$ cat src/sv/alcm_pkg.sv
`timescale 1ns / 1ps

package alcm_pkg;

    // Widths of the transaction fields and of the configuration port.
    localparam int FIELD_W    = 32;
    localparam int CFG_IDX_W  = 1;
    localparam int CFG_DATA_W = 32;
    localparam int BASE_W     = 13;

    // Register indexes on the configuration port.
    localparam logic [CFG_IDX_W-1:0] CFG_BASE_ALIGNMENT  = 1'b0;
    localparam logic [CFG_IDX_W-1:0] CFG_LARGE_ALIGNMENT = 1'b1;

    // Register values after reset.
    localparam logic [BASE_W-1:0]  BASE_RESET  = 13'd64;
    localparam logic [FIELD_W-1:0] LARGE_RESET = FIELD_W'(2 * 1024 * 1024);

    // Status that the lcm unit reports to its sequencer.
    typedef struct packed {
        logic busy;
        logic done;
    } lcm_stat_t;

endpackage

$ cat src/sv/alcm_req_if.sv
`timescale 1ns / 1ps

interface alcm_req_if import alcm_pkg::*; ();

    logic               valid;
    logic               ready;
    logic [FIELD_W-1:0] buffer_size;
    logic [FIELD_W-1:0] align_hint;

    modport source (output valid, output buffer_size, output align_hint, input ready);
    modport sink (input valid, input buffer_size, input align_hint, output ready);

endinterface

$ cat src/sv/alcm_rsp_if.sv
`timescale 1ns / 1ps

interface alcm_rsp_if import alcm_pkg::*; ();

    logic               valid;
    logic               ready;
    logic [FIELD_W-1:0] chosen_alignment;

    modport source (output valid, output chosen_alignment, input ready);
    modport sink (input valid, input chosen_alignment, output ready);

endinterface

$ cat src/sv/alcm_lcm_unit.sv
`timescale 1ns / 1ps

// Wrapped least common multiple: ((a * b) mod 2^DW) / gcd(a, b), or zero when
// both operands are zero. Binary gcd, scaling of the gcd by the common power of
// two (by shifts), shift-add multiply and restoring divide run in turn; all but
// the scaling go through one shared adder/subtractor.
module alcm_lcm_unit import alcm_pkg::*; #(
    parameter int DW = 32
) (
    input  logic          clk,
    input  logic          rst_n,
    input  logic          start,
    input  logic [DW-1:0] op_a,
    input  logic [DW-1:0] op_b,
    output logic [DW-1:0] result,
    output lcm_stat_t     stat
);

    localparam int CW = $clog2(DW + 1);

    typedef enum logic [5:0] {
        U_IDLE  = 6'b000001,
        U_GCD   = 6'b000010,
        U_SCALE = 6'b000100,
        U_MUL   = 6'b001000,
        U_DIV   = 6'b010000,
        U_DONE  = 6'b100000
    } ustate_t;

    ustate_t       state_reg, state_next;
    logic [DW-1:0] x_reg, x_next;
    logic [DW-1:0] y_reg, y_next;
    logic [DW-1:0] a_reg, a_next;
    logic [DW-1:0] b_reg, b_next;
    logic [DW-1:0] p_reg, p_next;
    logic [DW-1:0] rem_reg, rem_next;
    logic [CW-1:0] k_reg, k_next;
    logic [CW-1:0] cnt_reg, cnt_next;

    logic [DW:0]   alu_a, alu_b;
    logic          alu_sub;
    logic [DW+1:0] alu_sum;
    logic          alu_ge;
    logic [DW:0]   div_shift;

    // Partial remainder shifted left by one with the next dividend bit.
    assign div_shift = {rem_reg, p_reg[DW-1]};

    // Operand selection for the shared adder.
    always_comb
    begin
        unique case (state_reg)
            U_MUL:
            begin
                alu_a   = {1'b0, p_reg};
                alu_b   = {1'b0, a_reg};
                alu_sub = 1'b0;
            end
            U_DIV:
            begin
                alu_a   = div_shift;
                alu_b   = {1'b0, x_reg};
                alu_sub = 1'b1;
            end
            default:
            begin
                alu_a   = {1'b0, x_reg};
                alu_b   = {1'b0, y_reg};
                alu_sub = 1'b1;
            end
        endcase
    end

    // The shared adder; in subtract mode the carry out means alu_a >= alu_b.
    assign alu_sum = {1'b0, alu_a} + {1'b0, (alu_sub ? ~alu_b : alu_b)}
                     + (DW + 2)'(alu_sub);
    assign alu_ge  = alu_sum[DW+1];

    // Sequencer and datapath next values.
    always_comb
    begin
        state_next = state_reg;
        x_next     = x_reg;
        y_next     = y_reg;
        a_next     = a_reg;
        b_next     = b_reg;
        p_next     = p_reg;
        rem_next   = rem_reg;
        k_next     = k_reg;
        cnt_next   = cnt_reg;
        unique case (state_reg)
            U_IDLE:
            begin
                if (start)
                begin
                    x_next = op_a;
                    y_next = op_b;
                    a_next = op_a;
                    b_next = op_b;
                    k_next = '0;
                    if (op_a == '0 && op_b == '0)
                    begin
                        p_next     = '0;
                        state_next = U_DONE;
                    end
                    else
                    begin
                        state_next = U_GCD;
                    end
                end
            end
            U_GCD:
            begin
                priority if (x_reg == '0 || y_reg == '0)
                begin
                    x_next     = x_reg | y_reg;
                    state_next = U_SCALE;
                end
                else if (!x_reg[0] && !y_reg[0])
                begin
                    x_next = x_reg >> 1;
                    y_next = y_reg >> 1;
                    k_next = k_reg + 1'b1;
                end
                else if (!x_reg[0])
                begin
                    x_next = x_reg >> 1;
                end
                else if (!y_reg[0])
                begin
                    y_next = y_reg >> 1;
                end
                else if (alu_ge)
                begin
                    // Difference of two odd values is even: halve it at once.
                    x_next = alu_sum[DW:1];
                end
                else
                begin
                    x_next = y_reg;
                    y_next = x_reg;
                end
            end
            U_SCALE:
            begin
                if (k_reg == '0)
                begin
                    p_next     = '0;
                    state_next = U_MUL;
                end
                else
                begin
                    x_next = x_reg << 1;
                    k_next = k_reg - 1'b1;
                end
            end
            U_MUL:
            begin
                if (b_reg == '0)
                begin
                    rem_next   = '0;
                    cnt_next   = '0;
                    state_next = U_DIV;
                end
                else
                begin
                    if (b_reg[0])
                    begin
                        p_next = alu_sum[DW-1:0];
                    end
                    a_next = a_reg << 1;
                    b_next = b_reg >> 1;
                end
            end
            U_DIV:
            begin
                if (alu_ge)
                begin
                    rem_next = alu_sum[DW-1:0];
                end
                else
                begin
                    rem_next = div_shift[DW-1:0];
                end
                p_next   = {p_reg[DW-2:0], alu_ge};
                cnt_next = cnt_reg + 1'b1;
                if (cnt_reg == CW'(DW - 1))
                begin
                    state_next = U_DONE;
                end
            end
            U_DONE:
            begin
                state_next = U_IDLE;
            end
            default:
            begin
                state_next = U_IDLE;
            end
        endcase
    end

    // Control state.
    always_ff @(posedge clk or negedge rst_n)
    begin
        if (!rst_n)
        begin
            state_reg <= U_IDLE;
        end
        else
        begin
            state_reg <= state_next;
        end
    end

    // Datapath registers.
    always_ff @(posedge clk)
    begin
        x_reg   <= x_next;
        y_reg   <= y_next;
        a_reg   <= a_next;
        b_reg   <= b_next;
        p_reg   <= p_next;
        rem_reg <= rem_next;
        k_reg   <= k_next;
        cnt_reg <= cnt_next;
    end

    assign result    = p_reg;
    assign stat.busy = (state_reg != U_IDLE);
    assign stat.done = (state_reg == U_DONE);

    // The gcd loop never runs on two zero operands.
    assert property (@(posedge clk) disable iff (!rst_n)
        (state_reg == U_GCD) |-> (x_reg != '0 || y_reg != '0))
        else $error("gcd loop entered with both operands zero");

    // The divisor is the nonzero gcd.
    assert property (@(posedge clk) disable iff (!rst_n)
        (state_reg == U_DIV) |-> (x_reg != '0))
        else $error("division by a zero gcd");

    // The partial remainder stays below the divisor.
    assert property (@(posedge clk) disable iff (!rst_n)
        (state_reg == U_DIV) |-> (rem_reg < x_reg))
        else $error("partial remainder not below divisor");

endmodule

$ cat src/sv/alignment_lcm_calculator_unit.sv
`timescale 1ns / 1ps

// Alignment chooser for buffer requests.
// The req channel carries buffer_size and align_hint (zero means no hint); the
// rsp channel returns chosen_alignment, one transaction per request. Both are
// valid/ready channels. The plain write port (cfg_we, cfg_index, cfg_wdata)
// sets base_alignment (index 0) and large_alignment (index 1); write it only
// while no request is in flight.
// A request needs zero, one or two lcm runs on a single shared adder inside
// alcm_lcm_unit. A run goes straight to its result when both operands are zero;
// otherwise it goes through the binary gcd steps, the gcd scaling, one multiply
// step per bit of the second operand and the restoring divide. The result is
// then registered and held on rsp in the T_OUT state.
// One request is processed at a time: req.ready is high only when idle, and
// the next request can be taken in the cycle after the result has been
// delivered. After reset the block is idle, base_alignment is 64 and
// large_alignment is 2 MiB. When the receiver stalls, the result holds on
// rsp and no new request is taken until it has been delivered.
module alignment_lcm_calculator_unit import alcm_pkg::*; #(
    parameter int POINTER_BYTES = 8,
    parameter int DATA_WIDTH    = 32
) (
    input  logic                  clk,
    input  logic                  rst_n,
    alcm_req_if.sink              req,
    alcm_rsp_if.source            rsp,
    input  logic                  cfg_we,
    input  logic [CFG_IDX_W-1:0]  cfg_index,
    input  logic [CFG_DATA_W-1:0] cfg_wdata
);

    localparam int DW = DATA_WIDTH;

    typedef enum logic [3:0] {
        T_IDLE  = 4'b0001,
        T_MERGE = 4'b0010,
        T_FINAL = 4'b0100,
        T_OUT   = 4'b1000
    } tstate_t;

    tstate_t            state_reg, state_next;
    logic               start_reg, start_next;
    logic               ge_large_reg, ge_large_next;
    logic [DW-1:0]      op_a_reg, op_a_next;
    logic [DW-1:0]      op_b_reg, op_b_next;
    logic [FIELD_W-1:0] result_reg, result_next;
    logic [BASE_W-1:0]  base_reg;
    logic [FIELD_W-1:0] large_reg;

    logic               hint_nz;
    logic               ge_large;
    logic               ge_base;
    logic [DW-1:0]      lcm_result;
    lcm_stat_t          lcm_stat;

    // Configuration registers.
    always_ff @(posedge clk or negedge rst_n)
    begin
        if (!rst_n)
        begin
            base_reg  <= BASE_RESET;
            large_reg <= LARGE_RESET;
        end
        else if (cfg_we)
        begin
            unique case (cfg_index)
                CFG_BASE_ALIGNMENT:  base_reg  <= cfg_wdata[BASE_W-1:0];
                CFG_LARGE_ALIGNMENT: large_reg <= cfg_wdata[FIELD_W-1:0];
                default:             base_reg  <= base_reg;
            endcase
        end
    end

    // Size class of the incoming request.
    assign hint_nz  = (req.align_hint != '0);
    assign ge_large = (req.buffer_size >= large_reg);
    assign ge_base  = (req.buffer_size >= FIELD_W'(base_reg));

    // Request sequencer.
    always_comb
    begin
        state_next    = state_reg;
        start_next    = 1'b0;
        ge_large_next = ge_large_reg;
        op_a_next     = op_a_reg;
        op_b_next     = op_b_reg;
        result_next   = result_reg;
        unique case (state_reg)
            T_IDLE:
            begin
                if (req.valid)
                begin
                    ge_large_next = ge_large;
                    priority if ((ge_large || ge_base) && hint_nz)
                    begin
                        op_a_next  = DW'(req.align_hint);
                        op_b_next  = DW'(base_reg);
                        start_next = 1'b1;
                        state_next = T_MERGE;
                    end
                    else if (ge_large)
                    begin
                        op_a_next  = DW'(base_reg);
                        op_b_next  = DW'(large_reg);
                        start_next = 1'b1;
                        state_next = T_FINAL;
                    end
                    else if (ge_base)
                    begin
                        result_next = FIELD_W'(base_reg);
                        state_next  = T_OUT;
                    end
                    else if (hint_nz)
                    begin
                        op_a_next  = DW'(req.align_hint);
                        op_b_next  = DW'(POINTER_BYTES);
                        start_next = 1'b1;
                        state_next = T_FINAL;
                    end
                    else
                    begin
                        result_next = FIELD_W'(POINTER_BYTES);
                        state_next  = T_OUT;
                    end
                end
            end
            T_MERGE:
            begin
                if (lcm_stat.done)
                begin
                    if (ge_large_reg)
                    begin
                        op_a_next  = lcm_result;
                        op_b_next  = DW'(large_reg);
                        start_next = 1'b1;
                        state_next = T_FINAL;
                    end
                    else
                    begin
                        result_next = FIELD_W'(lcm_result);
                        state_next  = T_OUT;
                    end
                end
            end
            T_FINAL:
            begin
                if (lcm_stat.done)
                begin
                    result_next = FIELD_W'(lcm_result);
                    state_next  = T_OUT;
                end
            end
            T_OUT:
            begin
                if (rsp.ready)
                begin
                    state_next = T_IDLE;
                end
            end
            default:
            begin
                state_next = T_IDLE;
            end
        endcase
    end

    // Control state.
    always_ff @(posedge clk or negedge rst_n)
    begin
        if (!rst_n)
        begin
            state_reg <= T_IDLE;
            start_reg <= 1'b0;
        end
        else
        begin
            state_reg <= state_next;
            start_reg <= start_next;
        end
    end

    // Request payload and result.
    always_ff @(posedge clk)
    begin
        ge_large_reg <= ge_large_next;
        op_a_reg     <= op_a_next;
        op_b_reg     <= op_b_next;
        result_reg   <= result_next;
    end

    alcm_lcm_unit #(
        .DW (DW)
    ) u_lcm (
        .clk    (clk),
        .rst_n  (rst_n),
        .start  (start_reg),
        .op_a   (op_a_reg),
        .op_b   (op_b_reg),
        .result (lcm_result),
        .stat   (lcm_stat)
    );

    assign req.ready            = (state_reg == T_IDLE);
    assign rsp.valid            = (state_reg == T_OUT);
    assign rsp.chosen_alignment = result_reg;

    // A new lcm run is only launched on an idle unit.
    assert property (@(posedge clk) disable iff (!rst_n)
        start_reg |-> !lcm_stat.busy)
        else $error("lcm run started while the unit is busy");

    // A finished lcm run is always awaited by the sequencer.
    assert property (@(posedge clk) disable iff (!rst_n)
        lcm_stat.done |-> (state_reg == T_MERGE || state_reg == T_FINAL))
        else $error("lcm result delivered with nobody waiting");

    // Requests are never taken while a result waits.
    assert property (@(posedge clk) disable iff (!rst_n)
        rsp.valid |-> !req.ready)
        else $error("request accepted while a result is pending");

endmodule
$ cat src/flat_wrapper.sv
// flat-port wrapper written by rule: the top's interface ports become plain ports
module alignment_lcm_calculator_unit_flat import alcm_pkg::*;
#(
    parameter int POINTER_BYTES = 8,
    parameter int DATA_WIDTH    = 32
)
  (clk, rst_n, cfg_we, cfg_index, cfg_wdata, req_valid, req_buffer_size, req_align_hint, req_ready, rsp_valid, rsp_chosen_alignment, rsp_ready);
  alcm_req_if req_i ();
  alcm_rsp_if rsp_i ();
  input  logic clk;
  input  logic rst_n;
  input  logic cfg_we;
  input  logic [CFG_IDX_W-1:0] cfg_index;
  input  logic [CFG_DATA_W-1:0] cfg_wdata;
  input wire logic [$bits(req_i.valid)-1:0] req_valid;
  input wire logic [$bits(req_i.buffer_size)-1:0] req_buffer_size;
  input wire logic [$bits(req_i.align_hint)-1:0] req_align_hint;
  output wire logic [$bits(req_i.ready)-1:0] req_ready;
  output wire logic [$bits(rsp_i.valid)-1:0] rsp_valid;
  output wire logic [$bits(rsp_i.chosen_alignment)-1:0] rsp_chosen_alignment;
  input wire logic [$bits(rsp_i.ready)-1:0] rsp_ready;
  assign req_i.valid = req_valid;
  assign req_i.buffer_size = req_buffer_size;
  assign req_i.align_hint = req_align_hint;
  assign req_ready = req_i.ready;
  assign rsp_valid = rsp_i.valid;
  assign rsp_chosen_alignment = rsp_i.chosen_alignment;
  assign rsp_i.ready = rsp_ready;
  alignment_lcm_calculator_unit #(.POINTER_BYTES(POINTER_BYTES), .DATA_WIDTH(DATA_WIDTH)) u_core (.clk(clk), .rst_n(rst_n), .req(req_i), .rsp(rsp_i), .cfg_we(cfg_we), .cfg_index(cfg_index), .cfg_wdata(cfg_wdata));
endmodule
$ cat config.mk
export PLATFORM = sky130hd
export DESIGN_NAME = alignment_lcm_calculator_unit_flat
export DESIGN_NICKNAME = d
export VERILOG_FILES = /design/src/sv/alcm_pkg.sv /design/src/sv/alcm_req_if.sv /design/src/sv/alcm_rsp_if.sv /design/src/sv/alcm_lcm_unit.sv /design/src/sv/alignment_lcm_calculator_unit.sv /design/src/flat_wrapper.sv
export SDC_FILE = /design/constraint.sdc
export NUM_CORES = 1
export LEC_CHECK = 0
export BUFFER_PORTS_ARGS = -buffer_cell sky130_fd_sc_hd__buf_2
export CAP_MARGIN = 0
export CORE_UTILIZATION = 47
export DETAILED_ROUTE_END_ITERATION = 12
export GPL_ROUTABILITY_DRIVEN = 0
export PLACE_DENSITY = 0.71
export SYNTH_ARGS = -nofsm -noshare
export SYNTH_HDL_FRONTEND = slang
export SYNTH_SLANG_ARGS = --single-unit
$ cat constraint.sdc
create_clock -name clk -period 8.7 [get_ports clk]
set_input_delay 1.74 -clock clk [delete_from_list [all_inputs] [get_ports clk]]
set_output_delay 1.74 -clock clk [all_outputs]
set_load 0.1 [all_outputs]
==> impl_metrics.py <==
metrics = {
    "hold_path": {
        "hold-path-endpoint": "u_core.large_reg[26]",
        "min_from": "u_core.large_reg[26]",
        "hp-class": "flip-flop to flip-flop",
        "whs_path_depth": 1,
    },
    "logic_synthesis": {
        "synth.cell_area_mm2": 0.0206,
        "synthMuxAreaShare_pct": 4.45,
        "ys_seq_elements": 357,
        "synth-compound-area-share_pct": 15.8,
        "synth_adder_area_share_pct": 5.24,
        "synth_xor_xnor_area_share_pct": 1.57,
        "yosysSeqAreaShare_pct": 50.7,
        "syn_avg_cell_area_um2": 9.62,
        "yosys.area_share.simple_pct": 18.9,
        "ys_warn_count": 0,
        "ys_dominant_reg_cell": "edfxtp_1",
        "synth_top_family_by_area": "simple AND/OR/NAND/NOR gates",
        "syn-num-nets": 2327,
        "synthCells": 2140,
        "synth_edf_count": 301,
        "synthArstFlopShare_pct": 15.7,
        "ys_types": 70,
    },
    "pwr": {
        "power_leakage_nw": 9.42,
        "peakVddDrop_mv": 0.269,
        "switchingPower_mw": 3.96,
        "power_frac_clock_pct": 19.5,
        "power_mw": 8.78,
        "pwr-share-seq_pct": 37.9,
        "power_density_mw_per_mm2": 379,
        "p_comb_share_pct": 42.7,
        "p_int_mw": 4.82,
        "p_sw_share_pct": 45.1,
    },
    "die": {
        "initial_core_util_pct": 47.7,
        "pin_count": 136,
        "die_w_um": 211,
        "chipHeight_um": 211,
        "dieArea_mm2": 0.0447,
        "num_rows": 76,
        "core_region_area_mm2": 0.0432,
    },
    "worst_setup_path": {
        "cp_common_cell": "buf_4",
        "ff2ff_path_depth": 18,
        "setup.worst_path.start": "u_core.u_lcm.state_reg[1]",
        "end_kind": "flip-flop",
        "slowest_stage": "o31ai_4",
        "crit_fanout": 65,
        "path_delay_family": "compound AO/OA/AOI/OAI gates",
        "reg2reg_to": "u_core.u_lcm.x_reg[18]",
        "startpoint_type": "flip-flop",
        "required_ns": 9.02,
        "worstPathCellList": "or4_4, nor2_4, buf_4, buf_4, a22oi_1, nand2_1, ha_1, inv_1, o21bai_1, a21oi_1, o21ai_0, a31oi_1, o21a_1, o31ai_4, buf_4, mux2i_1, o2111ai_1, o21a_1",
        "critPathKind": "flip-flop to flip-flop",
        "rrSetupSlack_ns": 2.67,
        "cpPeakStageDelay_ns": 0.79,
        "worstPathArrival_ns": 6.35,
        "r2r_start": "u_core.u_lcm.state_reg[1]",
        "cp.buffers_inverters": 4,
    },
    "placed_design": {
        "port_buffers": 135,
        "hpwl_mm": 45.7,
    },
    "sta": {
        "fmax_mhz": 166,
        "post-route-min-period_ns": 6.03,
        "grt_setup_unrepaired": "no",
        "slew_viol_final": 0,
        "hold_viol": 0,
        "worstMarginPinSlew_ns": 1.18,
        "finalSetupTns_ns": 0,
        "maxSlewHeadroom_pct": 20.4,
        "fin_skew_ns": 0.0215,
        "setup_viol": 0,
        "whs_ns": 0.505,
        "fin_crit_sh_pct": 69.3,
    },
    "clock_tree": {
        "cts-buffers-inserted": 40,
        "clk_latency_ns": 0.58,
        "cts.sinks": 357,
        "cts_tree": "yes",
        "clock_path_buffers": 3,
        "holdBufCountCts": 0,
        "post_cts_resized": 0,
        "clk_pin_slew_ns": 0.06,
        "htreeDepth": 2,
        "post_cts_buffers": 0,
        "cts_root_buffer": "clkbuf_16",
    },
    "route": {
        "wirelength_mm": 66.4,
        "vias_per_cell": 6.29,
        "drt_iter0_drc": 2303,
        "wl_per_cell_um": 23.3,
        "via_count": 17900,
        "postRouteAntennaNets": 0,
        "dr.pass1.iters": 6,
        "drcViolationCount": 0,
    },
    "final_layout": {
        "final_cell_mix": "nand2_1 (558), edfxtp_1 (301), o21ai_0 (150), buf_2 (135), a21oi_1 (130)",
        "nets": 2423,
        "final_common_cell": "nand2_1",
        "post-route-util_pct": 53.7,
        "fillers": 3883,
        "area_growth_pct": 12.5,
        "diodes": 0,
        "drive_gt1_share_pct": 13.4,
    },
    "grt": {
        "grt_max_degree": 72,
        "grt.overflow.total": 0,
        "antenna_found_initial": 1,
        "first_global_vias": 17100,
        "grt_usage_pct": 29.6,
        "grt_pass1_wl_mm": 100,
    },
    "job": {
        "drv_cap": 0,
    },
    "status": {
        "status": "completed",
    },
}
-- routing by layer --
| layer | global-route usage [%] | part of all wire, % | up-vias | wire length, um |
|---|---|---|---|---|
| met4 | 16.3 | 6.5 | 2 | 4320 |
| met1 | 38.4 | 39 | 8521 | 25700 |
| li1 | - | - | 8011 | - |
| met3 | 7.33 | 11 | 260 | 7320 |
| met5 | 0 | 0.020 | - | 13 |
| met2 | 45.5 | 44 | 1147 | 29000 |
-- cell families (layout without fill, tap and decap cells) --
kind of cell	after synthesis	count (layout)
buffers and inverters	176	303
flip-flops	357	357
XOR/XNOR	37	37
adder cells (fa/ha/maj)	85	85
multiplexers	85	85
AND/OR/NAND/NOR	885	885
AO/OA/AOI/OAI	515	515
-- power by group through the flow --
stage                     Sequential [mW]  Combinational (mW)  Clock [mW]
after floorplan                      3.27                2.46           0
after global placement               3.28                3.57           0
after detailed placement             3.29                3.62           0
after CTS                            3.27                3.65        1.73
after global routing                 3.34                4.03        1.79
final                                3.33                3.75        1.71
-- synthesized netlist by cell type, types with 7 or more instances --
master | number | share of area [%]
inv_1 | 62 | 1.1
o21ai_0 | 151 | 3.7
nand4_1 | 26 | 0.79
a22oi_1 | 33 | 1.2
o21a_1 | 8 | 0.29
mux2i_1 | 33 | 1.6
o22ai_1 | 9 | 0.27
nor2_1 | 80 | 1.5
nand3_1 | 64 | 1.6
nor3_1 | 13 | 0.32
nand2b_1 | 12 | 0.36
ha_1 | 83 | 5.0
nor2b_1 | 10 | 0.30
mux2_2 | 52 | 2.8
o22a_1 | 17 | 0.72
dfrtp_1 | 52 | 6.3
and3_1 | 7 | 0.21
a22o_1 | 39 | 1.7
a21oi_1 | 130 | 3.2
o2111ai_1 | 8 | 0.34
o211ai_1 | 8 | 0.29
a211oi_1 | 7 | 0.26
a21o_1 | 36 | 1.3
nand2_1 | 560 | 10
clkbuf_1 | 92 | 1.7
xnor2_1 | 22 | 0.94
buf_1 | 13 | 0.24
and2_1 | 25 | 0.76
o31ai_1 | 7 | 0.26
o21bai_1 | 8 | 0.29
edfxtp_1 | 301 | 44
xor2_1 | 15 | 0.64
a31oi_1 | 22 | 0.67
nor4_1 | 59 | 1.8
-- worst register-to-register path: cells and delay by family (launching register included) --
family	cells	cell delay, ns
adder cells (fa/ha/maj)	1	0.26
flip-flops	1	0.46
AO/OA/AOI/OAI	9	2.10
multiplexers	1	0.24
AND/OR/NAND/NOR	3	0.83
buffers and inverters	4	1.86
-- how the worst max path moves through the flow --
stage,end,slack (ns),cells past startpoint
6_report,u_core.u_lcm.x_reg[18],2.67,18
5_1_grt,u_core.u_lcm.x_reg[18],2.38,18
4_1_cts,u_core.u_lcm.x_reg[18],2.80,18
3_5_place_dp,u_core.u_lcm.x_reg[18],2.84,18
3_3_place_gp,u_core.u_lcm.x_reg[18],2.96,18
2_1_floorplan,u_core.op_a_reg[0],1.44,5
-- area by class of cell --
cell class | instances | area, um2 | area share (%)
clock buffer | 54 | 1090 | 4.73
clock inverter | 19 | 195 | 0.843
inverter | 64 | 240 | 1.04
multi-input combinational | 1607 | 9550 | 41.2
sequential | 357 | 10400 | 45.1
tap | 585 | 732 | 3.16
timing repair buffer | 166 | 908 | 3.92
-- per-stage QoR --
stage          area, um2  std cells  worst slack (ns)
2_1_floorplan      20600       2140              1.44
3_3_place_gp       21900       2779              2.96
3_5_place_dp       21900       2779              2.84
4_1_cts            23200       2852              2.80
5_1_grt            23200       2852              2.38
6_report           23200       2852              2.67
(Power assumes the default switching activity.)
